===== src/sv/supervision_frame_receiver_unit_assert.svh =====
// assertion helpers, compiled away for synthesis
`ifndef SUPERVISION_FRAME_RECEIVER_UNIT_ASSERT_SVH
`define SUPERVISION_FRAME_RECEIVER_UNIT_ASSERT_SVH

`ifndef SYNTHESIS
`define SFR_ASSERT_IMP(label, clk, rst, ante, cons) \
   label: assert property (@(posedge clk) disable iff (rst) (ante) |-> (cons)) \
      else $error("assertion failed");
`define SFR_ASSERT_NEXT(label, clk, rst, ante, cons) \
   label: assert property (@(posedge clk) disable iff (rst) (ante) |=> (cons)) \
      else $error("assertion failed");
`else
`define SFR_ASSERT_IMP(label, clk, rst, ante, cons)
`define SFR_ASSERT_NEXT(label, clk, rst, ante, cons)
`endif

`endif


===== src/sv/sfr_pkg.sv =====
package sfr_pkg;

   localparam logic [7:0] FLAG_BYTE         = 8'h5C;
   localparam logic [7:0] OWN_ADDRESS_RESET = 8'h03;

   localparam logic [7:0] CTL_RR0  = 8'b0000_0001;
   localparam logic [7:0] CTL_RR1  = 8'b0001_0001;
   localparam logic [7:0] CTL_REJ0 = 8'b0000_0101;
   localparam logic [7:0] CTL_REJ1 = 8'b0001_0101;
   localparam logic [7:0] CTL_UA   = 8'h06;
   localparam logic [7:0] CTL_DISC = 8'h0A;

   // bit of the control byte that carries the sequence number
   localparam int SEQ_BIT = 4;

   typedef enum logic [2:0] {
      PHASE_START,
      PHASE_FLAG,
      PHASE_ADDR,
      PHASE_CTRL,
      PHASE_CHECK
   } phase_type;

   typedef enum logic [1:0] {
      STATUS_OK,
      STATUS_SEQ,
      STATUS_ABORT,
      STATUS_BADC
   } status_type;

   typedef enum logic [1:0] {
      KIND_RR,
      KIND_REJ,
      KIND_UA,
      KIND_DISC
   } kind_type;

   typedef struct packed {
      logic       valid;
      status_type status;
      kind_type   kind;
      logic       seq;
   } result_type;

endpackage


===== src/sv/sfr_req_if.sv =====
interface sfr_req_if;
   logic       valid;
   logic       ready;
   logic [7:0] rx_byte;

   modport source (output valid, output rx_byte, input ready);
   modport sink (input valid, input rx_byte, output ready);
endinterface


===== src/sv/sfr_rsp_if.sv =====
interface sfr_rsp_if;
   logic       valid;
   logic       ready;
   logic [1:0] status;
   logic [1:0] frame_kind;
   logic       frame_seq;

   modport source (output valid, output status, output frame_kind, output frame_seq,
                   input ready);
   modport sink (input valid, input status, input frame_kind, input frame_seq,
                 output ready);
endinterface


===== src/sv/supervision_frame_receiver_unit.sv =====
// Supervision frame receiver. Takes one received byte per req_ch transaction and
// watches for the frame flag 0x5C, own address, control, check (address xor
// control), flag. A closing flag yields one rsp_ch transaction with the frame
// kind and either ok (the expected sequence bit then toggles) or sequence
// mismatch; a double flag yields an abort and an unknown control byte a bad
// control status. Bytes that break a frame silently restart the parser. One
// byte is taken every cycle: the parser is a single registered stage and its
// result lands in the output register the cycle after the byte that caused it.
// The input stalls only while a result sits in the output register and rsp_ch
// is not ready. csr_wr_data sets the own address (reset value 0x03).
`include "supervision_frame_receiver_unit_assert.svh"

module supervision_frame_receiver_unit (
   input  logic        clock,
   input  logic        reset,
   sfr_req_if.sink     req_ch,
   sfr_rsp_if.source   rsp_ch,
   input  logic        csr_wr_en,
   input  logic [7:0]  csr_wr_data
);

   logic [7:0]           own_address_ff, own_address_in;
   logic                 rsp_valid_ff, rsp_valid_in;
   sfr_pkg::status_type  rsp_status_ff, rsp_status_in;
   sfr_pkg::kind_type    rsp_kind_ff, rsp_kind_in;
   logic                 rsp_seq_ff, rsp_seq_in;

   logic                 req_accept;
   sfr_pkg::result_type  result;

   assign req_ch.ready = !rsp_valid_ff || rsp_ch.ready;
   assign req_accept   = req_ch.valid && req_ch.ready;

   sfr_parser u_parser (
      .clock       (clock),
      .reset       (reset),
      .accept      (req_accept),
      .rx_byte     (req_ch.rx_byte),
      .own_address (own_address_ff),
      .result      (result)
   );

   assign own_address_in = csr_wr_en ? csr_wr_data : own_address_ff;

   always_comb begin
      rsp_status_in = rsp_status_ff;
      rsp_kind_in   = rsp_kind_ff;
      rsp_seq_in    = rsp_seq_ff;
      if (req_accept) begin
         rsp_valid_in = result.valid;
      end else begin
         rsp_valid_in = rsp_valid_ff && !rsp_ch.ready;
      end
      if (result.valid) begin
         rsp_status_in = result.status;
         rsp_kind_in   = result.kind;
         rsp_seq_in    = result.seq;
      end
   end

   always_ff @(posedge clock) begin
      if (reset) begin
         own_address_ff <= sfr_pkg::OWN_ADDRESS_RESET;
         rsp_valid_ff   <= 1'b0;
      end else begin
         own_address_ff <= own_address_in;
         rsp_valid_ff   <= rsp_valid_in;
      end
   end

   always_ff @(posedge clock) begin
      rsp_status_ff <= rsp_status_in;
      rsp_kind_ff   <= rsp_kind_in;
      rsp_seq_ff    <= rsp_seq_in;
   end

   assign rsp_ch.valid      = rsp_valid_ff;
   assign rsp_ch.status     = rsp_status_ff;
   assign rsp_ch.frame_kind = rsp_kind_ff;
   assign rsp_ch.frame_seq  = rsp_seq_ff;

   `SFR_ASSERT_NEXT(a_no_result_without_byte, clock, reset,
      !req_accept && !(rsp_valid_ff && !rsp_ch.ready), !rsp_valid_ff)
   `SFR_ASSERT_IMP(a_error_fields_clear, clock, reset,
      rsp_valid_ff && ((rsp_status_ff == sfr_pkg::STATUS_ABORT) ||
                       (rsp_status_ff == sfr_pkg::STATUS_BADC)),
      (rsp_kind_ff == sfr_pkg::KIND_RR) && !rsp_seq_ff)
   `SFR_ASSERT_IMP(a_unsequenced_seq_clear, clock, reset,
      rsp_valid_ff && ((rsp_kind_ff == sfr_pkg::KIND_UA) ||
                       (rsp_kind_ff == sfr_pkg::KIND_DISC)),
      !rsp_seq_ff && (rsp_status_ff == sfr_pkg::STATUS_OK))

endmodule


===== src/sv/sfr_parser.sv =====
`include "supervision_frame_receiver_unit_assert.svh"

module sfr_parser (
   input  logic               clock,
   input  logic               reset,
   input  logic               accept,
   input  logic [7:0]         rx_byte,
   input  logic [7:0]         own_address,
   output sfr_pkg::result_type result
);

   sfr_pkg::phase_type phase_ff, phase_in;
   logic               flag_run_ff, flag_run_in;
   logic [7:0]         held_control_ff, held_control_in;
   sfr_pkg::kind_type  held_kind_ff, held_kind_in;
   logic               held_seq_ff, held_seq_in;
   logic               expected_seq_ff, expected_seq_in;

   logic              is_flag;
   logic              abort;
   logic              ctl_known;
   sfr_pkg::kind_type ctl_kind;
   logic              seq_frame;
   logic              seq_match;
   logic              close_frame;

   assign is_flag = (rx_byte == sfr_pkg::FLAG_BYTE);
   // a flag right after a flag aborts, whatever the phase, unless the first one closed a frame or aborted
   assign abort   = is_flag && flag_run_ff;

   always_comb begin
      ctl_known = 1'b1;
      ctl_kind  = sfr_pkg::KIND_RR;
      case (rx_byte)
         sfr_pkg::CTL_RR0, sfr_pkg::CTL_RR1:   ctl_kind = sfr_pkg::KIND_RR;
         sfr_pkg::CTL_REJ0, sfr_pkg::CTL_REJ1: ctl_kind = sfr_pkg::KIND_REJ;
         sfr_pkg::CTL_UA:                      ctl_kind = sfr_pkg::KIND_UA;
         sfr_pkg::CTL_DISC:                    ctl_kind = sfr_pkg::KIND_DISC;
         default:                              ctl_known = 1'b0;
      endcase
   end

   assign seq_frame   = (held_kind_ff == sfr_pkg::KIND_RR) ||
                        (held_kind_ff == sfr_pkg::KIND_REJ);
   assign seq_match   = !seq_frame || (held_seq_ff == expected_seq_ff);
   assign close_frame = (phase_ff == sfr_pkg::PHASE_CHECK) && is_flag && !abort;

   // next state
   always_comb begin
      phase_in        = phase_ff;
      flag_run_in     = flag_run_ff;
      held_control_in = held_control_ff;
      held_kind_in    = held_kind_ff;
      held_seq_in     = held_seq_ff;
      expected_seq_in = expected_seq_ff;
      if (accept) begin
         flag_run_in = is_flag;
         if (abort) begin
            phase_in    = sfr_pkg::PHASE_START;
            flag_run_in = 1'b0;
         end else begin
            case (phase_ff)
               sfr_pkg::PHASE_START: begin
                  if (is_flag) phase_in = sfr_pkg::PHASE_FLAG;
               end
               sfr_pkg::PHASE_FLAG: begin
                  phase_in = (rx_byte == own_address) ? sfr_pkg::PHASE_ADDR
                                                      : sfr_pkg::PHASE_START;
               end
               sfr_pkg::PHASE_ADDR: begin
                  if (ctl_known) begin
                     held_control_in = rx_byte;
                     held_kind_in    = ctl_kind;
                     held_seq_in     = ((ctl_kind == sfr_pkg::KIND_RR) ||
                                        (ctl_kind == sfr_pkg::KIND_REJ)) &&
                                       rx_byte[sfr_pkg::SEQ_BIT];
                     phase_in        = sfr_pkg::PHASE_CTRL;
                  end else if (is_flag) begin
                     phase_in = sfr_pkg::PHASE_FLAG;
                  end else begin
                     phase_in = sfr_pkg::PHASE_START;
                  end
               end
               sfr_pkg::PHASE_CTRL: begin
                  phase_in = (rx_byte == (own_address ^ held_control_ff))
                             ? sfr_pkg::PHASE_CHECK : sfr_pkg::PHASE_START;
               end
               sfr_pkg::PHASE_CHECK: begin
                  phase_in = sfr_pkg::PHASE_START;
                  if (is_flag) begin
                     flag_run_in = 1'b0;
                     if (seq_match) expected_seq_in = !expected_seq_ff;
                  end
               end
               default: phase_in = sfr_pkg::PHASE_START;
            endcase
         end
      end
   end

   // result of the current byte
   always_comb begin
      result.valid  = 1'b0;
      result.status = sfr_pkg::STATUS_OK;
      result.kind   = sfr_pkg::KIND_RR;
      result.seq    = 1'b0;
      if (accept) begin
         if (abort) begin
            result.valid  = 1'b1;
            result.status = sfr_pkg::STATUS_ABORT;
         end else if ((phase_ff == sfr_pkg::PHASE_ADDR) && !ctl_known && !is_flag) begin
            result.valid  = 1'b1;
            result.status = sfr_pkg::STATUS_BADC;
         end else if (close_frame) begin
            result.valid  = 1'b1;
            result.status = seq_match ? sfr_pkg::STATUS_OK : sfr_pkg::STATUS_SEQ;
            result.kind   = held_kind_ff;
            result.seq    = seq_frame && held_seq_ff;
         end
      end
   end

   always_ff @(posedge clock) begin
      if (reset) begin
         phase_ff        <= sfr_pkg::PHASE_START;
         flag_run_ff     <= 1'b0;
         expected_seq_ff <= 1'b0;
      end else begin
         phase_ff        <= phase_in;
         flag_run_ff     <= flag_run_in;
         expected_seq_ff <= expected_seq_in;
      end
   end

   always_ff @(posedge clock) begin
      held_control_ff <= held_control_in;
      held_kind_ff    <= held_kind_in;
      held_seq_ff     <= held_seq_in;
   end

   `SFR_ASSERT_NEXT(a_restart_after_result, clock, reset, result.valid,
      (phase_ff == sfr_pkg::PHASE_START) && !flag_run_ff)
   `SFR_ASSERT_IMP(a_seq_toggles_on_ok, clock, reset, !$stable(expected_seq_ff),
      $past(reset) || $past(result.valid && (result.status == sfr_pkg::STATUS_OK)))

endmodule


===== src/flat_wrapper.sv =====
// flat-port wrapper written by rule: the top's interface ports become plain ports
module supervision_frame_receiver_unit_flat 
  (clock, reset, csr_wr_en, csr_wr_data, req_ch_valid, req_ch_rx_byte, req_ch_ready, rsp_ch_valid, rsp_ch_status, rsp_ch_frame_kind, rsp_ch_frame_seq, rsp_ch_ready);
  sfr_req_if req_ch_i ();
  sfr_rsp_if rsp_ch_i ();
  input  logic clock;
  input  logic reset;
  input  logic csr_wr_en;
  input  logic [7:0] csr_wr_data;
  input wire logic [$bits(req_ch_i.valid)-1:0] req_ch_valid;
  input wire logic [$bits(req_ch_i.rx_byte)-1:0] req_ch_rx_byte;
  output wire logic [$bits(req_ch_i.ready)-1:0] req_ch_ready;
  output wire logic [$bits(rsp_ch_i.valid)-1:0] rsp_ch_valid;
  output wire logic [$bits(rsp_ch_i.status)-1:0] rsp_ch_status;
  output wire logic [$bits(rsp_ch_i.frame_kind)-1:0] rsp_ch_frame_kind;
  output wire logic [$bits(rsp_ch_i.frame_seq)-1:0] rsp_ch_frame_seq;
  input wire logic [$bits(rsp_ch_i.ready)-1:0] rsp_ch_ready;
  assign req_ch_i.valid = req_ch_valid;
  assign req_ch_i.rx_byte = req_ch_rx_byte;
  assign req_ch_ready = req_ch_i.ready;
  assign rsp_ch_valid = rsp_ch_i.valid;
  assign rsp_ch_status = rsp_ch_i.status;
  assign rsp_ch_frame_kind = rsp_ch_i.frame_kind;
  assign rsp_ch_frame_seq = rsp_ch_i.frame_seq;
  assign rsp_ch_i.ready = rsp_ch_ready;
  supervision_frame_receiver_unit u_core (.clock(clock), .reset(reset), .req_ch(req_ch_i), .rsp_ch(rsp_ch_i), .csr_wr_en(csr_wr_en), .csr_wr_data(csr_wr_data));
endmodule

===== config.mk =====
export PLATFORM = sky130hd
export DESIGN_NAME = supervision_frame_receiver_unit_flat
export DESIGN_NICKNAME = d
export VERILOG_FILES = /design/src/sv/sfr_pkg.sv /design/src/sv/sfr_req_if.sv /design/src/sv/sfr_rsp_if.sv /design/src/sv/supervision_frame_receiver_unit.sv /design/src/sv/sfr_parser.sv /design/src/flat_wrapper.sv
export VERILOG_INCLUDE_DIRS = /design/src /design/src/sv
export SDC_FILE = /design/constraint.sdc
export NUM_CORES = 1
export LEC_CHECK = 0
export ABC_CLOCK_PERIOD_IN_PS = 1800
export BUFFER_PORTS_ARGS = -buffer_cell sky130_fd_sc_hd__clkbuf_2
export CORE_MARGIN = 4
export CORE_UTILIZATION = 53
export CTS_CLUSTER_DIAMETER = 200
export DETAILED_ROUTE_END_ITERATION = 8
export PLACE_DENSITY = 0.81
export SKIP_LAST_GASP = 1
export SYNTH_ARGS = -nofsm -noshare
export SYNTH_HDL_FRONTEND = slang
export SYNTH_SLANG_ARGS = --single-unit

===== constraint.sdc =====
create_clock -name clock -period 1.8 [get_ports clock]
set_input_delay 0 -clock clock [delete_from_list [all_inputs] [get_ports clock]]
set_output_delay 0 -clock clock [all_outputs]
set_load 0.05 [all_outputs]

==> results of run 1 <==
-- layout make-up --
cell class                 count  area (µm²)
sequential                    30         762
timing repair buffer          47         330
fill                         162         674
inverter                       4        15.0
multi-input combinational     93         632
clock buffer                   8        48.8
tap                           30        37.5
-- state kept, by name, summed over array words and instances, names as in the netlist, 2 cells and up --
register and cells:
u_core.own_address_ff 8, u_core.rsp_ch.frame_kind 2, u_core.rsp_ch.status 2, u_core.u_parser.held_control_ff 8, u_core.u_parser.held_kind_ff 2, u_core.u_parser.phase_ff 3
-- worst max-delay path, stage by stage --
cell           delay, ns
dlygate4sd3_1       0.55
clkbuf_2            0.14
nor2_1              0.24
nand4_4             0.18
or4_4               0.48
a211o_1             0.28
a21oi_1             0.13
-- timing repair --
action | CTS | global route
hold endpoints to repair | 18 | 0
setup endpoints to repair | 0 | 4
gates resized for setup | 0 | 1
hold buffers | 18 | 0
-- worst max path at each step --
| stage | to | slack [ns] | depth (start not counted) |
|---|---|---|---|
| CTS | u_core.u_parser.expected_seq_ff$_SDFFE_PP0P_ | 0.01 | 7 |
| global route | u_core.u_parser.phase_ff[2]$_SDFFE_PP0P_ | -0.01 | 7 |
| global placement | u_core.u_parser.expected_seq_ff$_SDFFE_PP0P_ | 0.20 | 6 |
| floorplan | u_core.u_parser.expected_seq_ff$_SDFFE_PP0P_ | 0.02 | 5 |
| finish | u_core.u_parser.expected_seq_ff$_SDFFE_PP0P_ | 0.07 | 7 |
| detailed placement | u_core.u_parser.expected_seq_ff$_SDFFE_PP0P_ | 0.15 | 6 |
-- report_power, final --
group          switching, W  internal [W]  total, W
logic             0.0000741     0.0000790  0.000153
registers        0.00000848      0.000727  0.000736
clock network      0.000220      0.000155  0.000375
total              0.000302      0.000961   0.00126
-- metrics by stage --
step | worst slack, ns | cells | hold WS (ns) | utilization (%) | total power [W]
CTS | 0.0115 | 212 | 0.0369 | 73.0 | 0.00127
floorplan | 0.0156 | 130 | 0.0986 | - | 0.000821
global route | -0.00968 | 212 | 0.0450 | 73.0 | 0.00132
global placement | 0.199 | 186 | 0.209 | 63.8 | 0.000865
finish | 0.0699 | 212 | 0.0482 | 73.0 | 0.00126
detailed placement | 0.152 | 186 | 0.217 | 63.8 | 0.000870
-- cells in the mapped netlist, types with 2 or more instances --
master | n | area share [%]
o31ai_1 | 2 | 1.1
edfxtp_1 | 16 | 34
nor2_1 | 16 | 4.3
inv_1 | 4 | 1.1
nor2b_1 | 4 | 1.8
xor2_1 | 12 | 7.5
nor4_1 | 2 | 0.89
nor3b_1 | 2 | 1.1
a21oi_1 | 5 | 1.8
nand2_1 | 10 | 2.7
clkbuf_1 | 2 | 0.53
nand4_1 | 4 | 1.8
a211o_1 | 3 | 1.9
xnor2_1 | 6 | 3.7
nor3_1 | 3 | 1.1
dfxtp_1 | 14 | 20
nand3_1 | 4 | 1.4
o21ai_0 | 2 | 0.71
mux2i_1 | 7 | 5.0
-- metal layers --
metal | part of all wire (%) | vias to the layer above | track usage (%)
met1 | 39 | 526 | 21.0
li1 | - | 571 | -
met2 | 51 | 48 | 37.4
met4 | 2.9 | 0 | 10.1
met5 | 0 | - | 0
met3 | 7.2 | 14 | 6.97
-- cells by family after synthesis --
kind of cell | count (synthesis) | synth area share, %
AO/OA/AOI/OAI | 17 | 8.34
XOR/XNOR | 18 | 11.2
buffers and inverters | 7 | 1.86
flip-flops | 30 | 53.9
multiplexers | 7 | 4.97
AND/OR/NAND/NOR | 51 | 19.7
==> impl_metrics.ini, run 1 <==
[run_status]
outcome = complete, no violations

[setup_path]
timing_worst_setup_path_type = in -> reg
register_to_register_setup_slack_ns = 0.13
r2r_end = u_core.rsp_ch.status[1]$_SDFFCE_PN0P_
worstReg2RegStart = u_core.u_parser.phase_ff[1]$_SDFFE_PP0P_
critical_path_startpoint = req_ch_rx_byte[7]
crit_path_end_kind = register
required_ns = 2.07
cp_max_fo = 8
r2r_cells = 4
setup.worst_path.start_class = input pin
worstPathArrival_ns = 2.00

[routing]
detailedRoute.firstPassIterationCount = 4
vias_per_cell = 5.47
ant_nets = 0
drt-total-wl_mm = 3.06
detailroute.via_count = 1159
detail_route.iter0.violations = 26
drt-wirelength-per-cell_um = 14.4
route.detailed.drc = 0

[logic_synthesis]
ys.warnings.count = 0
post_synth_inst_count = 130
synth_seq_cells = 30
synth-edff-count = 16
synthesis.area_mm2 = 0.00141
synthesis.area_per_instance_um2 = 10.8
async_reset_ff_share_pct = 0
synthesis.nets = 151
synth_top_flop_cell = edfxtp_1
ys_types = 31
synth_seq_area_share_pct = 53.9

[finish]
antenna_cells = 0
final_common_cell = clkbuf_2
final_cell_area_mm2 = 0.00183
post_route_cells_drive_above_1_share_pct = 21.4
final_net_count = 202
area.growth.synth_to_final_pct = 29.5
layout_common_cells = clkbuf_2 (27), dlygate4sd3_1 (18), nor2_1 (16), edfxtp_1 (16), dfxtp_1 (13)

[global_routing]
grt_pass1_vias = 1215
antenna_found_initial = 0
globalRoute.totalOverflow = 0
wire_length_of_the_first_global_routing_pass_mm = 5.35
grt.total_usage_pct = 20.7
grt_max_degree = 14

[timing]
setup-violations-final = 0
final.period_utilization_pct = 96.1
timing.final.crit_period_ns = 1.73
drv_slew = 0
max_clock_freq_mhz = 578
finClkSkew_ns = 0.00739
slew-limit-headroom_pct = 77.2
timing.final.hold_violations = 0
rsz_0062_raised_after_global_routing = yes
timing.setup.tns_ns = 0
worst_slew_pin_slew_ns = 0.341

[clock_tree]
cts_setup_buffers = 0
ctsLongestPathBuffers = 2
clk_latency_ns = 0.33
tritoncts_num_sinks = 30
cts-buffers-inserted = 5
cts_root_buffer = clkbuf_4
clk_transition_reported_paths_ns = 0.09
htree_num_levels = 2
cts_tree = done

[floorplanning]
floorplan.die.height_um = 59.6
design.portCount = 28
floorplan.rows = 18
fp.dieArea_mm2 = 0.00355
area_inside_the_core_boundary_mm2 = 0.00250
floorplan.initialDensity_pct = 56.4
floorplan.die.width_um = 59.6

[placement]
place_area_mm2 = 0.00160
hpwlAfterDp_mm = 2.05
io_buffer_count = 27
routabilityCongestion = 0.869

[run]
cap_violations = 0

[power_and_ir_drop]
ir_worst_vdd_uv = 731
leakage_power_of_the_design_nw = 0.734
power_density_mw_per_mm2 = 692

[min_path]
worst_hold_path_ep = u_core.u_parser.expected_seq_ff$_SDFFE_PP0P_
whs_path_depth = 2
hold_path_class = in -> reg
hold_start = reset
Power figures use the tool's default switching activity.
==> run 2, diff against run 1 <==
--- a/config.mk
+++ b/config.mk
@@ -6,7 +6,7 @@
 export SDC_FILE = /design/constraint.sdc
 export NUM_CORES = 1
 export LEC_CHECK = 0
-export ABC_CLOCK_PERIOD_IN_PS = 1800
+export ABC_CLOCK_PERIOD_IN_PS = 1600
 export BUFFER_PORTS_ARGS = -buffer_cell sky130_fd_sc_hd__clkbuf_2
 export CORE_MARGIN = 4
 export CORE_UTILIZATION = 53
==> constraint.sdc (replaced) <==
create_clock -name clock -period 1.6 [get_ports clock]
set_input_delay 0 -clock clock [delete_from_list [all_inputs] [get_ports clock]]
set_output_delay 0 -clock clock [all_outputs]
set_load 0.05 [all_outputs]
==> impl_metrics.ini, run 2 (synthesized netlist as in run 1, its figures left out) <==
[run_status]
outcome = finished with violations
violated_checks = setup timing

[finish]
post_route_cells_drive_above_1_share_pct = 30.9
nFillCells = 157
instances_no_fill = 221
area.growth.synth_to_final_pct = 36.8
final_cell_area_mm2 = 0.00193
biggestRegsByFlops = u_core.own_address_ff (8), u_core.u_parser.held_control_ff (8), u_core.u_parser.phase_ff (3)
layout_common_cells = clkbuf_2 (27), dlygate4sd3_1 (16), edfxtp_1 (16)
final_net_count = 211
final_common_cell = clkbuf_2
antenna_cells = 0

[clock_tree]
tritoncts_num_sinks = 30
cts-buffers-inserted = 5
clk_transition_reported_paths_ns = 0.09
htree_num_levels = 2
clk_latency_ns = 0.34
ctsLongestPathBuffers = 2
cts_tree = done
cts_root_buffer = clkbuf_4

[global_routing]
grt_pass1_vias = 1229
globalRoute.totalOverflow = 0
grt.total_usage_pct = 22.4
antenna_found_initial = 0
grt_max_degree = 13
wire_length_of_the_first_global_routing_pass_mm = 5.66

[setup_path]
crit_path_end_kind = register
timing_worst_setup_path_type = in -> reg
required_ns = 1.65
setup.worst_path.start_class = input pin
cp_max_fo = 6
worstPathArrival_ns = 1.68

[timing]
worst_slack_ns = -0.0258
timing.final.crit_period_ns = 1.63
finClkSkew_ns = 0.0134
timing.setup.tns_ns = -0.162
worst_slew_pin_slew_ns = 0.436
fin_worst_hold_slack_ns = 0.00390
rsz_0062_raised_after_global_routing = yes
setup-violations-final = 10
drv_slew = 0
max_clock_freq_mhz = 615
slew-limit-headroom_pct = 70.2
timing.final.hold_violations = 0
final.period_utilization_pct = 102

[run]
cap_violations = 0

[routing]
detailedRoute.firstPassIterationCount = 4
ant_nets = 0
drt-wirelength-per-cell_um = 16.8
detail_route.iter0.violations = 31
drt-total-wl_mm = 3.71
route.detailed.drc = 0
vias_per_cell = 5.63
detailroute.via_count = 1245

[floorplanning]
design.portCount = 28
floorplan.die.height_um = 59.6
fp.dieArea_mm2 = 0.00355
floorplan.initialDensity_pct = 56.4
area_inside_the_core_boundary_mm2 = 0.00250
floorplan.rows = 18
floorplan.die.width_um = 59.6

[placement]
placement.setup.worst_slack_ns = -0.0429
place_area_mm2 = 0.00168
hpwlAfterDp_mm = 2.30
post-place-cells = 195
routabilityCongestion = 0.896
io_buffer_count = 27

[power_and_ir_drop]
ir_worst_vdd_uv = 909
leakage_power_of_the_design_nw = 0.791
power_density_mw_per_mm2 = 750

[min_path]
hold_path_class = in -> reg
==> run 2: cell types whose count changed in the layout (fill, tap and decap cells not counted), sizes merged <==
cell	before	now
clkbuf	35	33
clkinv	0	2
buf	2	13
dlygate4sd3	18	16
==> run 2: final timing paths <==
kind	startpoint	endpoint	slack, ns	depth (start not counted)
setup / recovery	req_ch_rx_byte[0]	u_core.u_parser.held_kind_ff[0]$_DFFE_PP_	-0.03	9
hold / removal	rsp_ch_ready	u_core.rsp_ch.valid$_SDFF_PP0_	0.004	3
setup reg to reg	u_core.u_parser.phase_ff[0]$_SDFFE_PP0P_	u_core.u_parser.expected_seq_ff$_SDFFE_PP0P_	0.07	5
hold reg to reg	u_core.u_parser.phase_ff[2]$_SDFFE_PP0P_	u_core.u_parser.phase_ff[2]$_SDFFE_PP0P_	0.51	2
==> run 2: critical path: stages <==
cell and delay [ns]:
clkbuf_2 0.08, dlygate4sd3_1 0.55, buf_4 0.16, nor2_1 0.18, nand4_1 0.18, nand2_1 0.15, nand2_2 0.09, nor2_4 0.14
buf_6 0.15
==> run 2: routing by layer <==
layer	vias up	share of wire, %	global-route usage, %
met5	-	0	0
met4	0	4.0	11.7
met3	16	6.8	8.06
met2	55	51	39.2
met1	586	38	23.2
li1	588	-	-
==> run 2: per-stage QoR <==
stage	util [%]	total power, W
3_5_place_dp	67.0	0.000992
2_1_floorplan	-	0.000923
3_3_place_gp	67.0	0.000984
4_1_cts	75.5	0.00143
5_1_grt	77.2	0.00151
6_report	77.2	0.00145
==> run 2: layout make-up <==
class / instances / area (µm²) / area share, %
sequential: 30 / 767 / 39.8
multi-input combinational: 93 / 659 / 34.2
timing repair buffer: 56 / 400 / 20.8
clock buffer: 6 / 41.3 / 2.14
tap: 30 / 37.5 / 1.95
inverter: 4 / 15.0 / 0.778
clock inverter: 2 / 8.76 / 0.454
==> run 2: power breakdown <==
group          switching (W)  internal (W)  total, W
clock network       0.000266      0.000165  0.000430
registers         0.00000948      0.000816  0.000826
logic              0.0000951     0.0000955  0.000191
total               0.000370       0.00108   0.00145
==> run 2: timing repair <==
| action | CTS | global route |
|---|---|---|
| hold endpoints to repair | 17 | 0 |
| gates cloned | 0 | 1 |
| setup endpoints to repair | 1 | 17 |
| setup buffers | 0 | 1 |
| pin swaps | 0 | 2 |
| gates resized for setup | 1 | 10 |
| hold buffers | 16 | 0 |
==> run 3, diff against run 2 <==
--- a/config.mk
+++ b/config.mk
@@ -8,6 +8,7 @@
 export LEC_CHECK = 0
 export ABC_CLOCK_PERIOD_IN_PS = 1600
 export BUFFER_PORTS_ARGS = -buffer_cell sky130_fd_sc_hd__clkbuf_2
+export CORE_ASPECT_RATIO = 2
 export CORE_MARGIN = 4
 export CORE_UTILIZATION = 53
 export CTS_CLUSTER_DIAMETER = 200
==> impl_metrics.ini, run 3 (synthesized netlist as in run 1, its figures left out) <==
[routing]
drt-wirelength-per-cell_um = 15.5
route.detailed.drc = 0
drt-total-wl_mm = 3.28
vias_per_cell = 5.58
detailedRoute.firstPassIterationCount = 4
ant_nets = 0
detailroute.via_count = 1178
detail_route.iter0.violations = 13

[timing]
setup-violations-final = 0
slew-limit-headroom_pct = 73.7
worst_slew_pin_slew_ns = 0.384
fin_worst_hold_slack_ns = 0.0338
worst_slack_ns = 0.0175
timing.setup.tns_ns = 0
finClkSkew_ns = 0.00310
drv_slew = 0
max_clock_freq_mhz = 632
timing.final.hold_violations = 0
final.period_utilization_pct = 98.9
rsz_0062_raised_after_global_routing = yes
timing.final.crit_period_ns = 1.58

[finish]
area.growth.synth_to_final_pct = 33.7
instances_no_fill = 211
final_cell_area_mm2 = 0.00189
post_route_cells_drive_above_1_share_pct = 30.6
biggestRegsByFlops = u_core.own_address_ff (8), u_core.u_parser.held_control_ff (8), u_core.u_parser.phase_ff (3)
layout_common_cells = clkbuf_2 (27), edfxtp_1 (16), nor2_1 (14)
antenna_cells = 0
final_common_cell = clkbuf_2
final_net_count = 203

[run]
cap_violations = 0

[setup_path]
crit_path_end_kind = register
worstPathArrival_ns = 1.80
setup.worst_path.start_class = register
required_ns = 1.82
cp_max_fo = 5
timing_worst_setup_path_type = reg -> reg

[floorplanning]
fp.dieArea_mm2 = 0.00360
floorplan.die.height_um = 80.9
floorplan.initialDensity_pct = 55.6
floorplan.rows = 26
design.portCount = 28
area_inside_the_core_boundary_mm2 = 0.00254
floorplan.die.width_um = 44.5

[placement]
routabilityCongestion = 0.884
post-place-cells = 193
io_buffer_count = 27
placement.setup.worst_slack_ns = 0.00712
hpwlAfterDp_mm = 2.45
place_area_mm2 = 0.00169

[clock_tree]
cts_root_buffer = clkbuf_8
cts-buffers-inserted = 5
tritoncts_num_sinks = 30
cts_setup_buffers = 0
clk_latency_ns = 0.28
cts_tree = done
clk_transition_reported_paths_ns = 0.06
htree_num_levels = 2
ctsLongestPathBuffers = 2

[global_routing]
grt_max_degree = 13
grt.total_usage_pct = 21.3
antenna_found_initial = 0
grt_pass1_vias = 1239
globalRoute.totalOverflow = 0
wire_length_of_the_first_global_routing_pass_mm = 5.43

[min_path]
hold_path_class = in -> reg

[run_status]
outcome = complete, no violations

[power_and_ir_drop]
ir_worst_vdd_uv = 970
leakage_power_of_the_design_nw = 0.767
power_density_mw_per_mm2 = 840
-- run 3: final cells by class --
class,count,area (µm²)
flip-flops and latches,30,766
multi-input cells,93,654
fillers,174,652
repair buffers,48,330
clock buffers,5,68.8
well taps,28,35.0
clock inverters,3,16.3
inverters,4,15.0
-- run 3: path summary, 6_finish.rpt --
| path | from | to | slack, ns | depth (start not counted) |
|---|---|---|---|---|
| setup / recovery | u_core.u_parser.phase_ff[1]$_SDFFE_PP0P_ | u_core.u_parser.expected_seq_ff$_SDFFE_PP0P_ | 0.02 | 5 |
| hold / removal | req_ch_rx_byte[6] | u_core.u_parser.held_control_ff[6]$_DFFE_PP_ | 0.03 | 1 |
| setup reg to reg | u_core.u_parser.phase_ff[1]$_SDFFE_PP0P_ | u_core.u_parser.expected_seq_ff$_SDFFE_PP0P_ | 0.02 | 5 |
| hold reg to reg | u_core.u_parser.phase_ff[2]$_SDFFE_PP0P_ | u_core.u_parser.phase_ff[2]$_SDFFE_PP0P_ | 0.51 | 2 |
-- run 3: per-layer routing --
layer	up-vias	track usage, %	wire (µm)	share of wire (%)
met1	554	18.9	1040	32
met5	-	0	0	0
met2	39	39.5	1920	58
li1	573	-	-	-
met4	0	14.2	153	4.7
met3	12	5.10	166	5.1
-- run 3: what timing repair did --
action                                  4_1_cts  5_1_grt
pin swaps                                     0        0
cloned                                        0        0
endpoints found under the setup margin        1        8
hold buffers                                 10        0
gates resized for setup                       1        3
endpoints found under the hold margin        10        0
-- run 3: critical path, cell delays in order (launching register included) --
cell and delay [ns]:
dfxtp_1 0.34, nor2_2 0.13, nand2_1 0.09, or4_4 0.55
a211o_1 0.28, a21oi_1 0.13
-- run 3: power by group --
group	leakage (nW)	internal [W]	switching (W)	total, W
Combinational	0.475	0.0000859	0.0000857	0.000172
Clock	0.0416	0.000297	0.000290	0.000587
Sequential	0.251	0.000817	0.00000855	0.000826
Total	0.767	0.00120	0.000384	0.00158
-- run 3: metrics by stage --
| stage | power (W) | util, % |
|---|---|---|
| 2_1_floorplan | 0.000923 | - |
| 3_3_place_gp | 0.000986 | 66.4 |
| 3_5_place_dp | 0.000991 | 66.4 |
| 4_1_cts | 0.00160 | 73.8 |
| 5_1_grt | 0.00165 | 74.3 |
| 6_report | 0.00158 | 74.3 |
